===== src/hdl/dft_pkg.sv =====
// ----------------------------------------------------------------------------
// dft_pkg: shared types and constants for the depth-first traversal block
// Beat formats, sequencer states and fixed field widths.
// ----------------------------------------------------------------------------
`default_nettype none

package dft_pkg;

    localparam int VERTEX_W = 4;
    localparam int ROW_W    = 16;
    localparam int COUNT_W  = 5;
    localparam int VCOUNT_W = 5;

    // a traversal never emits more vertices than this
    localparam logic [COUNT_W-1:0] RESULT_LIMIT = 5'd16;
    localparam logic [VCOUNT_W-1:0] VCOUNT_RESET = 5'd16;

    localparam logic MODE_LOAD  = 1'b0;
    localparam logic MODE_START = 1'b1;

    typedef struct packed {
        logic                mode;
        logic [3:0]          row_index;
        logic [ROW_W-1:0]    row_bits;
        logic [VERTEX_W-1:0] start_vertex;
    } req_t;

    typedef struct packed {
        logic [VERTEX_W-1:0] vertex;
        logic                last;
    } rsp_t;

    typedef enum logic [1:0] {
        ST_IDLE,
        ST_STEP,
        ST_FINAL
    } state_t;

endpackage

`default_nettype wire


===== src/hdl/dft_adj_store.sv =====
// ----------------------------------------------------------------------------
// dft_adj_store: adjacency row store
// One row written per load beat, one row read per cycle; cleared at reset.
// ----------------------------------------------------------------------------
`default_nettype none

module dft_adj_store
    import dft_pkg::*;
#(
    parameter int ROWS = 16
) (
    input  wire logic                    clk,
    input  wire logic                    rst_n,
    input  wire logic                    wr_en,
    input  wire logic [$clog2(ROWS)-1:0] wr_addr,
    input  wire logic [ROWS-1:0]         wr_data,
    input  wire logic [$clog2(ROWS)-1:0] rd_addr,
    output logic      [ROWS-1:0]         rd_data
);

    logic [ROWS-1:0] rows_reg [ROWS];

    always_ff @(posedge clk or negedge rst_n)
    begin
        if (!rst_n)
        begin
            for (int i = 0; i < ROWS; i++)
            begin
                rows_reg[i] <= '0;
            end
        end
        else if (wr_en)
        begin
            rows_reg[wr_addr] <= wr_data;
        end
    end

    assign rd_data = rows_reg[rd_addr];

endmodule

`default_nettype wire


===== src/hdl/dft_lowbit.sv =====
// ----------------------------------------------------------------------------
// dft_lowbit: lowest-set-bit encoder
// Picks the lowest unvisited neighbor out of a candidate row.
// ----------------------------------------------------------------------------
`default_nettype none

module dft_lowbit
    import dft_pkg::*;
#(
    parameter int ROWS = 16
) (
    input  wire logic [ROWS-1:0]     cand,
    output logic                     found,
    output logic      [VERTEX_W-1:0] idx
);

    always_comb
    begin
        idx = '0;
        // scan downward so the lowest set bit wins
        for (int i = ROWS - 1; i >= 0; i--)
        begin
            if (cand[i])
            begin
                idx = VERTEX_W'(i);
            end
        end
    end

    assign found = |cand;

endmodule

`default_nettype wire


===== src/hdl/depth_first_traversal.sv =====
// ----------------------------------------------------------------------------
// depth_first_traversal: depth-first preorder over an adjacency matrix
// Loads rows, then walks the graph from a start vertex with an explicit stack.
// ----------------------------------------------------------------------------
// Usage:
//   req channel (req_valid/req_stall/req_data): a load beat (mode 0) writes
//   one adjacency row. A start beat (mode 1) begins a traversal; req_stall
//   stays high until the final vertex has been placed in the output
//   register. A start_vertex at or above MAX_VERTICES is taken and dropped
//   with no result.
//   rsp channel (rsp_valid/rsp_stall/rsp_data): one beat per visited vertex,
//   in depth-first preorder, with last set on the final one.
//   cfg channel (cfg_valid/cfg_ready/cfg_data): writes vertex_count; ready
//   whenever no traversal is running.
//   Timing: the sequencer makes one step per cycle through the lowest-bit
//   encoder, either a push with one vertex emitted or a pop. After the last
//   push or pop it passes through ST_FINAL, which places the final vertex
//   in the output register once that register is free. A stalled receiver
//   holds the output register; the sequencer waits on any push step until
//   the register is free.
//   Reset clears the adjacency rows, sets vertex_count to 16, and idles.
// ----------------------------------------------------------------------------
`default_nettype none

module depth_first_traversal
    import dft_pkg::*;
#(
    parameter int MAX_VERTICES = 16
) (
    input  wire logic                clk,
    input  wire logic                rst_n,
    input  wire logic                req_valid,
    output logic                     req_stall,
    input  wire req_t                req_data,
    output logic                     rsp_valid,
    input  wire logic                rsp_stall,
    output rsp_t                     rsp_data,
    input  wire logic                cfg_valid,
    output logic                     cfg_ready,
    input  wire logic [VCOUNT_W-1:0] cfg_data
);

    // rows above 15 can never be loaded, so storage stops at 16
    localparam int ROWS = (MAX_VERTICES < ROW_W) ? MAX_VERTICES : ROW_W;
    localparam int IW   = $clog2(ROWS);

    state_t state_reg, state_next;

    logic [VCOUNT_W-1:0] vcount_reg;
    logic [ROWS-1:0]     visited_reg, visited_next;
    logic [COUNT_W-1:0]  depth_reg, depth_next;
    logic [COUNT_W-1:0]  count_reg, count_next;
    logic [VERTEX_W-1:0] pend_reg, pend_next;
    logic                rsp_valid_reg, rsp_valid_next;
    rsp_t                rsp_data_reg, rsp_data_next;
    logic [VERTEX_W-1:0] stack_reg [ROWS];

    logic                stack_we;
    logic [IW-1:0]       stack_waddr;
    logic [VERTEX_W-1:0] stack_wdata;
    logic [COUNT_W-1:0]  depth_m1;
    logic [VERTEX_W-1:0] top_vertex;

    logic                req_acc;
    logic                adj_we;
    logic                start_ok;
    logic [ROWS-1:0]     adj_row;
    logic [ROWS-1:0]     scan;
    logic [ROWS-1:0]     cand;
    logic                cand_found;
    logic [VERTEX_W-1:0] cand_idx;
    logic                out_free;
    logic                walk_done;

    assign req_acc   = req_valid && !req_stall;
    assign adj_we    = req_acc && (req_data.mode == MODE_LOAD)
                       && (int'(req_data.row_index) < MAX_VERTICES);
    assign start_ok  = int'(req_data.start_vertex) < MAX_VERTICES;
    assign depth_m1  = depth_reg - COUNT_W'(1);
    assign top_vertex = stack_reg[depth_m1[IW-1:0]];
    assign out_free  = !rsp_valid_reg || !rsp_stall;
    assign walk_done = (depth_reg == '0) || (count_reg == RESULT_LIMIT);

    dft_adj_store #(
        .ROWS (ROWS)
    ) u_adj (
        .clk     (clk),
        .rst_n   (rst_n),
        .wr_en   (adj_we),
        .wr_addr (req_data.row_index[IW-1:0]),
        .wr_data (req_data.row_bits[ROWS-1:0]),
        .rd_addr (top_vertex[IW-1:0]),
        .rd_data (adj_row)
    );

    // neighbors 1 .. vertex_count-1; bits past ROWS never exist
    always_comb
    begin
        for (int j = 0; j < ROWS; j++)
        begin
            scan[j] = (j != 0) && (VCOUNT_W'(j) < vcount_reg);
        end
    end

    assign cand = adj_row & scan & ~visited_reg;

    dft_lowbit #(
        .ROWS (ROWS)
    ) u_pick (
        .cand  (cand),
        .found (cand_found),
        .idx   (cand_idx)
    );

    // next state
    always_comb
    begin
        state_next = state_reg;
        unique case (state_reg)
            ST_IDLE:
            begin
                if (req_acc && (req_data.mode == MODE_START) && start_ok)
                begin
                    state_next = ST_STEP;
                end
            end
            ST_STEP:
            begin
                if (walk_done)
                begin
                    state_next = ST_FINAL;
                end
            end
            ST_FINAL:
            begin
                if (out_free)
                begin
                    state_next = ST_IDLE;
                end
            end
            default:
            begin
                state_next = ST_IDLE;
            end
        endcase
    end

    // datapath
    always_comb
    begin
        visited_next   = visited_reg;
        depth_next     = depth_reg;
        count_next     = count_reg;
        pend_next      = pend_reg;
        rsp_valid_next = rsp_valid_reg && rsp_stall;
        rsp_data_next  = rsp_data_reg;
        stack_we       = 1'b0;
        stack_waddr    = depth_reg[IW-1:0];
        stack_wdata    = cand_idx;

        unique case (state_reg)
            ST_IDLE:
            begin
                if (req_acc && (req_data.mode == MODE_START) && start_ok)
                begin
                    for (int j = 0; j < ROWS; j++)
                    begin
                        visited_next[j] = (req_data.start_vertex == VERTEX_W'(j));
                    end
                    stack_we    = 1'b1;
                    stack_waddr = '0;
                    stack_wdata = req_data.start_vertex;
                    depth_next  = COUNT_W'(1);
                    count_next  = COUNT_W'(1);
                    pend_next   = req_data.start_vertex;
                end
            end
            ST_STEP:
            begin
                if (!walk_done)
                begin
                    if (cand_found)
                    begin
                        // release the pending vertex; the new one waits for its last flag
                        if (out_free)
                        begin
                            rsp_valid_next       = 1'b1;
                            rsp_data_next.vertex = pend_reg;
                            rsp_data_next.last   = 1'b0;
                            pend_next            = cand_idx;
                            visited_next         = visited_reg | (ROWS'(1) << cand_idx);
                            count_next           = count_reg + COUNT_W'(1);
                            if (depth_reg < COUNT_W'(ROWS))
                            begin
                                stack_we   = 1'b1;
                                depth_next = depth_reg + COUNT_W'(1);
                            end
                        end
                    end
                    else
                    begin
                        depth_next = depth_m1;
                    end
                end
            end
            ST_FINAL:
            begin
                if (out_free)
                begin
                    rsp_valid_next       = 1'b1;
                    rsp_data_next.vertex = pend_reg;
                    rsp_data_next.last   = 1'b1;
                end
            end
            default:
            begin
                rsp_valid_next = 1'b0;
            end
        endcase
    end

    always_ff @(posedge clk or negedge rst_n)
    begin
        if (!rst_n)
        begin
            state_reg     <= ST_IDLE;
            vcount_reg    <= VCOUNT_RESET;
            depth_reg     <= '0;
            count_reg     <= '0;
            rsp_valid_reg <= 1'b0;
        end
        else
        begin
            state_reg     <= state_next;
            depth_reg     <= depth_next;
            count_reg     <= count_next;
            rsp_valid_reg <= rsp_valid_next;
            if (cfg_valid && cfg_ready)
            begin
                vcount_reg <= cfg_data;
            end
        end
    end

    always_ff @(posedge clk)
    begin
        visited_reg  <= visited_next;
        pend_reg     <= pend_next;
        rsp_data_reg <= rsp_data_next;
        if (stack_we)
        begin
            stack_reg[stack_waddr] <= stack_wdata;
        end
    end

    assign req_stall = (state_reg != ST_IDLE);
    assign cfg_ready = (state_reg == ST_IDLE);
    assign rsp_valid = rsp_valid_reg;
    assign rsp_data  = rsp_data_reg;

endmodule

`default_nettype wire


===== config.mk =====
export PLATFORM = sky130hd
export DESIGN_NAME = depth_first_traversal
export DESIGN_NICKNAME = d
export VERILOG_FILES = /design/src/hdl/dft_pkg.sv /design/src/hdl/dft_adj_store.sv /design/src/hdl/dft_lowbit.sv /design/src/hdl/depth_first_traversal.sv
export SDC_FILE = /design/constraint.sdc
export NUM_CORES = 1
export LEC_CHECK = 0
export BUFFER_PORTS_ARGS = -buffer_cell sky130_fd_sc_hd__buf_2
export CORE_MARGIN = 2
export CORE_UTILIZATION = 35
export DETAILED_ROUTE_END_ITERATION = 7
export PLACE_DENSITY = 0.5
export SYNTH_ARGS = -nofsm -noshare
export SYNTH_HDL_FRONTEND = slang
export SYNTH_SLANG_ARGS = --single-unit

===== constraint.sdc =====
create_clock -name clk -period 6.9 [get_ports clk]
set_input_delay 1.38 -clock clk [delete_from_list [all_inputs] [get_ports clk]]
set_output_delay 1.38 -clock clk [all_outputs]
set_load 0.005 [all_outputs]

* Yosys cells after proc, flatten, opt, wreduce, memory -nomap -nowiden
Memories as Yosys holds them, arrays and structs flattened. Cells that the tools add are included.
Word-level totals: input port bits 35, register bits after elaboration 299, bits in writable memories 64, output and inout port bits 8, logic and storage cells 171, memories 1
Memories:
- stack_reg | words 16, bits a word 4, read ports 1, clocked after Yosys merged registers in 0, write ports 1, RTL line depth_first_traversal.sv:56 | logic [VERTEX_W-1:0] stack_reg [ROWS];
Operators by class: equality and inequality tests 26, add/sub/neg operators 3, magnitude comparators 19, reductions and logical operators 22, multiplexer cells 67, shift operators 1, bitwise logic cells 7
Operators by type and width (number):
- $bwmux W256 | 1
- $mux W16 | 7
- $mux W4 | 24
- $bmux W16 S4 | 1
- $demux W16 S4 | 1
- $mux W5 | 12
- $lt A4 B5 Y1 const A | 8
- $and A16 B16 Y16 | 2
- $eq A4 B4 Y1 const B | 8
- $pmux W16 S2 | 1
- $pmux W5 S2 | 3
- $lt A3 B5 Y1 const A | 4
- $eq A4 B3 Y1 const B | 4
- $not A16 Y16 | 1
- $or A16 B16 Y16 | 1
- $reduce_or A16 Y1 | 1
- $shl A1 B4 Y16 const A | 1
- $reduce_and A5 Y1 | 3
- $add A5 B1 Y5 const B | 2
- $ge A5 B5 Y1 const B | 2
- $lt A2 B5 Y1 const A | 2
- $mux W1 | 10
- $ne A2 B2 Y1 const B | 5
- $not A4 Y5 | 2
- 25 further kinds | 39

* Logic depth before layout (Yosys ltp)
An unclocked memory read counts as a cell.
depth in word-level cells 30, mapped depth 22, depth with buffers taken out 14

* By module
Synthesis repeated with hierarchy kept, for this count alone.
Unflattened totals: cells, all modules 1174, area, all modules 16856.2 µm²
Modules (own cells, without submodules):
- dft_adj_store | times used 1, sequential area each 6406.1 µm², cells an instance 712, area each 11607.4 µm²
- depth_first_traversal | times used 1, sequential area each 3094.2 µm², cells an instance 428, area each 5072.4 µm²
- dft_lowbit | times used 1, sequential area each 0.0 µm², cells an instance 34, area each 176.4 µm²

* Least setup slack after synthesis
OpenSTA, ideal clock, no wires.
path kind register to register, start point register depth_reg[0], end point register pend_reg[0], enable pin, clock period less this slack 5429 ps, arrival 5024 ps, buffers on the path 7, stages on the path, launching flop included 21, required time 6495 ps, setup slack 1471 ps, setup time 405 ps, cell sequence dfrtp_1 buf_6 buf_6 clkbuf_1 inv_1 ha_1 buf_2 buf_2 mux4_2 mux2i_1 mux2_2 buf_4 nor2_2 buf_2 a32oi_1 nand4_1 a211oi_2 nor2_2 nand4_2 nand4_2 a21oi_1
On the way: longest elaborated chain between the ends 11, elaborated cells on any way between the ends 14, those cells by class add/sub (1); eq/ne (2); mux (3); bitwise (3); reduce/logical (4); memory (1)
RTL lines:
- start: declaration | RTL line depth_first_traversal.sv:51 | logic [COUNT_W-1:0] depth_reg, depth_next;
- start signal: assignment | RTL line depth_first_traversal.sv:235 | depth_reg <= depth_next;
- $sub A5 B1 Y5 | RTL line depth_first_traversal.sv:79 | assign depth_m1 = depth_reg - COUNT_W'(1);
- $mem_v2 Z16 W4
- $not A4 Y5 (implied by the code) | RTL line dft_adj_store.sv:38 | assign rd_data = rows_reg[rd_addr];
- $bmux W16 S4 | RTL line dft_adj_store.sv:38
- $mux W16 (implied by the code) (2 in a row) | RTL line dft_adj_store.sv:38
- $and A16 B16 Y16 (2 in a row) | RTL line depth_first_traversal.sv:105 | assign cand = adj_row & scan & ~visited_reg;
- $reduce_or A16 Y1 | RTL line dft_lowbit.sv:30 | assign found = |cand;
- $ne A2 B2 Y1 (no source line)
- $reduce_and A5 Y1 (no source line) (*)
- end signal: assignment | RTL line depth_first_traversal.sv:248 | pend_reg <= pend_next;
- end: declaration | RTL line depth_first_traversal.sv:53 | logic [VERTEX_W-1:0] pend_reg, pend_next;
Every way passes the cells marked *; elsewhere a longest branch is shown, timed or not. The select of a mux whose other input is x is not followed. A chain may end at the register's enable or synchronous reset.

* Worst setup path in the final report
start point register depth_reg[1], end point memory stack_reg[8][2], enable pin
On the way: longest elaborated chain between the ends 14, elaborated cells on any way between the ends 21, those cells by class add/sub (1); order compare (1); mux (12); bitwise (3); reduce/logical (3); memory (1)
RTL lines:
- $sub A5 B1 Y5 | RTL line depth_first_traversal.sv:79
- $mem_v2 Z16 W4
- $not A4 Y5 (implied by the code) | RTL line dft_adj_store.sv:38
- $bmux W16 S4 | RTL line dft_adj_store.sv:38
- $mux W16 (implied by the code) (2 in a row) | RTL line dft_adj_store.sv:38
- $and A16 B16 Y16 (2 in a row) | RTL line depth_first_traversal.sv:105
- $reduce_or A16 Y1 | RTL line dft_lowbit.sv:30
- $mux W1 | RTL line depth_first_traversal.sv:182 | if (cand_found)
- $mux W1 | RTL line depth_first_traversal.sv:180 | if (!walk_done)
- $pmux W1 S2 | RTL line depth_first_traversal.sv:161 | unique case (state_reg)
- $mux W1 | RTL line depth_first_traversal.sv:250 | if (stack_we)
- $mux W1 (implied by the code) | RTL line depth_first_traversal.sv:252 | stack_reg[stack_waddr] <= stack_wdata;
- end: declaration | RTL line depth_first_traversal.sv:56
Parallel ways exist; a longest one is shown, timed or not. The select of a mux whose other input is x is not followed.

==> metrics.txt <==
Clk Latency, worst-skew pair=0.56 ns; period utilization=84.7%; Synth Register Bits=346; starting density of the core=35.5%; iteration count of the initial detailed-routing pass=5; Post-synth EDFFs=88; Synth cell types=80; Placed Instance Area=0.0178 mm2; most frequent cells in the layout=dfrtp_1 (257), mux2_2 (254), nand2_1 (153); Die ar.=0.0500 mm2; largest net degree at the start of global routing=162; dpl ws=1.11 ns; DR vias/cell=5.49; Finished Cell Area=0.0190 mm2; post-CTS resize count=0; setup total negative slack=0 ns; Mapped Nets=1406; Netlist Area Pre-Place=0.0169 mm2; Worst Tran Pin Value=1.29 ns; row cnt=80; fin nets=1439; # setup viols final=0; CP max FO=20; Port Buf Inserts=41; first-pass GRT wire length=71800 um; CP Launch Type=flip-flop; dpl hpwl=30100 um; Rel. slew slack=13.9%; final WL=47200 um; CTS tree=built; post-synthesis cell count=1366; endpoints failing hold=0; drt wl/cell=23.1 um; Worst Setup End Kind=flip-flop; status=completed; RSZ-0062 raised after global routing=no; Primary FF master, synth=dfrtp_1; Longest Clk Path Bufs=3; Post-CTS Setup Bufs=0; Synth area leader=dfrtp_1; clk slew on worst S/H paths=0.06 ns; Non-Filler Instances=2040; Synth warnings=0; Post-Place Cells=1972; synth top area cells=dfrtp_1 (38%), mux2_2 (17%), edfxtp_1 (16%); clock sink count=346; CTS buffer count=40; worst path arrival time=6.04 ns; GRT Total Usage=19.1%; Die Height=224 um; Max-Cap Viols=0; vias in the first global route=11000; WS Path Type=reg2reg; Chip Width=224 um; Synth async-reset ratio=74.6%; ratio of cells with drive above 1 in the final layout=31.0%; Largest register FFs=240; Via Count=11200; Routed Antenna Nets=0; R2R cell count=15; commonest non-fill, non-tap cell in the layout=dfrtp_1; Hold WC Path Type=reg2reg; Root Buffer=clkbuf_16; drt drc=0; grt ovf=0; Worst EP required=7.10 ns; WHS Path Cells=0; register area share after synthesis=53.9%; skew final=0.0217 ns; setup ws final=1.05 ns; H-tree levels=2; Slew Limit Fails=0; gp weighted congestion=0.780; DR iter-0 viols=817; antenna violations before repair=3; Synth top area share=38.1%; clock period minus worst slack=5.85 ns; Core Region=0.0476 mm2; Layout area overhead=12.5%; Ports=43; Mean Syn Cell Area=12.4 um2; Post-CTS Hold Buffers=0; Max Fclk=171 MHz
[Yosys cell counts, drive strengths merged (7+ instances only)]
cell,number
a2111oi,8
a21o,7
a21oi,19
a32oi,20
buf,39
clkbuf,56
dfrtp,257
edfxtp,88
inv,12
mux2,255
mux2i,90
mux4,16
nand2,154
nand2b,9
nand3,71
nand4,13
nor2,70
nor2b,7
nor3,11
nor4,16
o21ai,43
[kinds of logic (layout without fill, tap and decap cells)]
group / count (synthesis) / after routing / synth area share (%)
flops: 346 / 346 / 53.9
simple gates: 386 / 386 / 10.9
buf+inv: 107 / 165 / 3.08
fa+ha+maj: 5 / 5 / 0.370
xor+xnor: 1 / 1 / 0.163
compound gates: 160 / 160 / 6.87
other cells: 0 / 1 / 0
mux: 361 / 361 / 24.8
[worst max-delay path, cell delays in order (launching register included)]
cell and delay [ns]:
dfrtp_1 0.58, inv_1 0.16, ha_1 0.31, xnor2_4 0.48, mux2i_4 0.38, buf_4 0.31
mux2_4 0.34, buf_4 0.33, nand2_1 0.10, a311o_1 0.32, o22ai_1 0.49, nor3b_2 0.19
nand4_2 0.33, nand3_2 0.14, or3b_1 0.46, nor3_1 0.52
[path summary, 6_finish.rpt]
check,endpoint,slack [ns],from
max,stack_reg[8][2],1.05,depth_reg[1]
min,rsp_data[3],0.41,pend_reg[2]
max reg2reg,stack_reg[8][2],1.05,depth_reg[1]
min reg2reg,rsp_data[3],0.41,pend_reg[2]
max in group asynchronous,u_adj.rows_reg[105],4.67,rst_n
min in group asynchronous,u_adj.rows_reg[164],0.83,rst_n
[routing by layer]
layer | vias to the layer above | GRT usage, % | share of wire [%]
met5 | - | 0 | 0.044
met2 | 209 | 30.5 | 47
met3 | 60 | 3.93 | 4.7
li1 | 5125 | - | -
met1 | 5803 | 26.9 | 47
met4 | 4 | 4.09 | 1.7
[cell type report]
type / instances / area [um2]
fill: 4596 / 28600
sequential: 346 / 9100
multi-input combinational: 913 / 7310
clock buffer: 57 / 1080
tap: 615 / 769
timing repair buffer: 86 / 616
clock inverter: 10 / 87.6
inverter: 12 / 45.0
antenna: 1 / 2.50
[per-stage QoR]
step	util [%]	hold WS, ns
2_1_floorplan	-	0.400
3_3_place_gp	37.4	0.418
3_5_place_dp	37.4	0.405
4_1_cts	39.9	0.414
5_1_grt	39.9	0.421
6_report	39.9	0.412
Power is left out: the tool's default activity adds up to more than one toggle a clock period on the data nets, which glitch-free logic cannot reach.
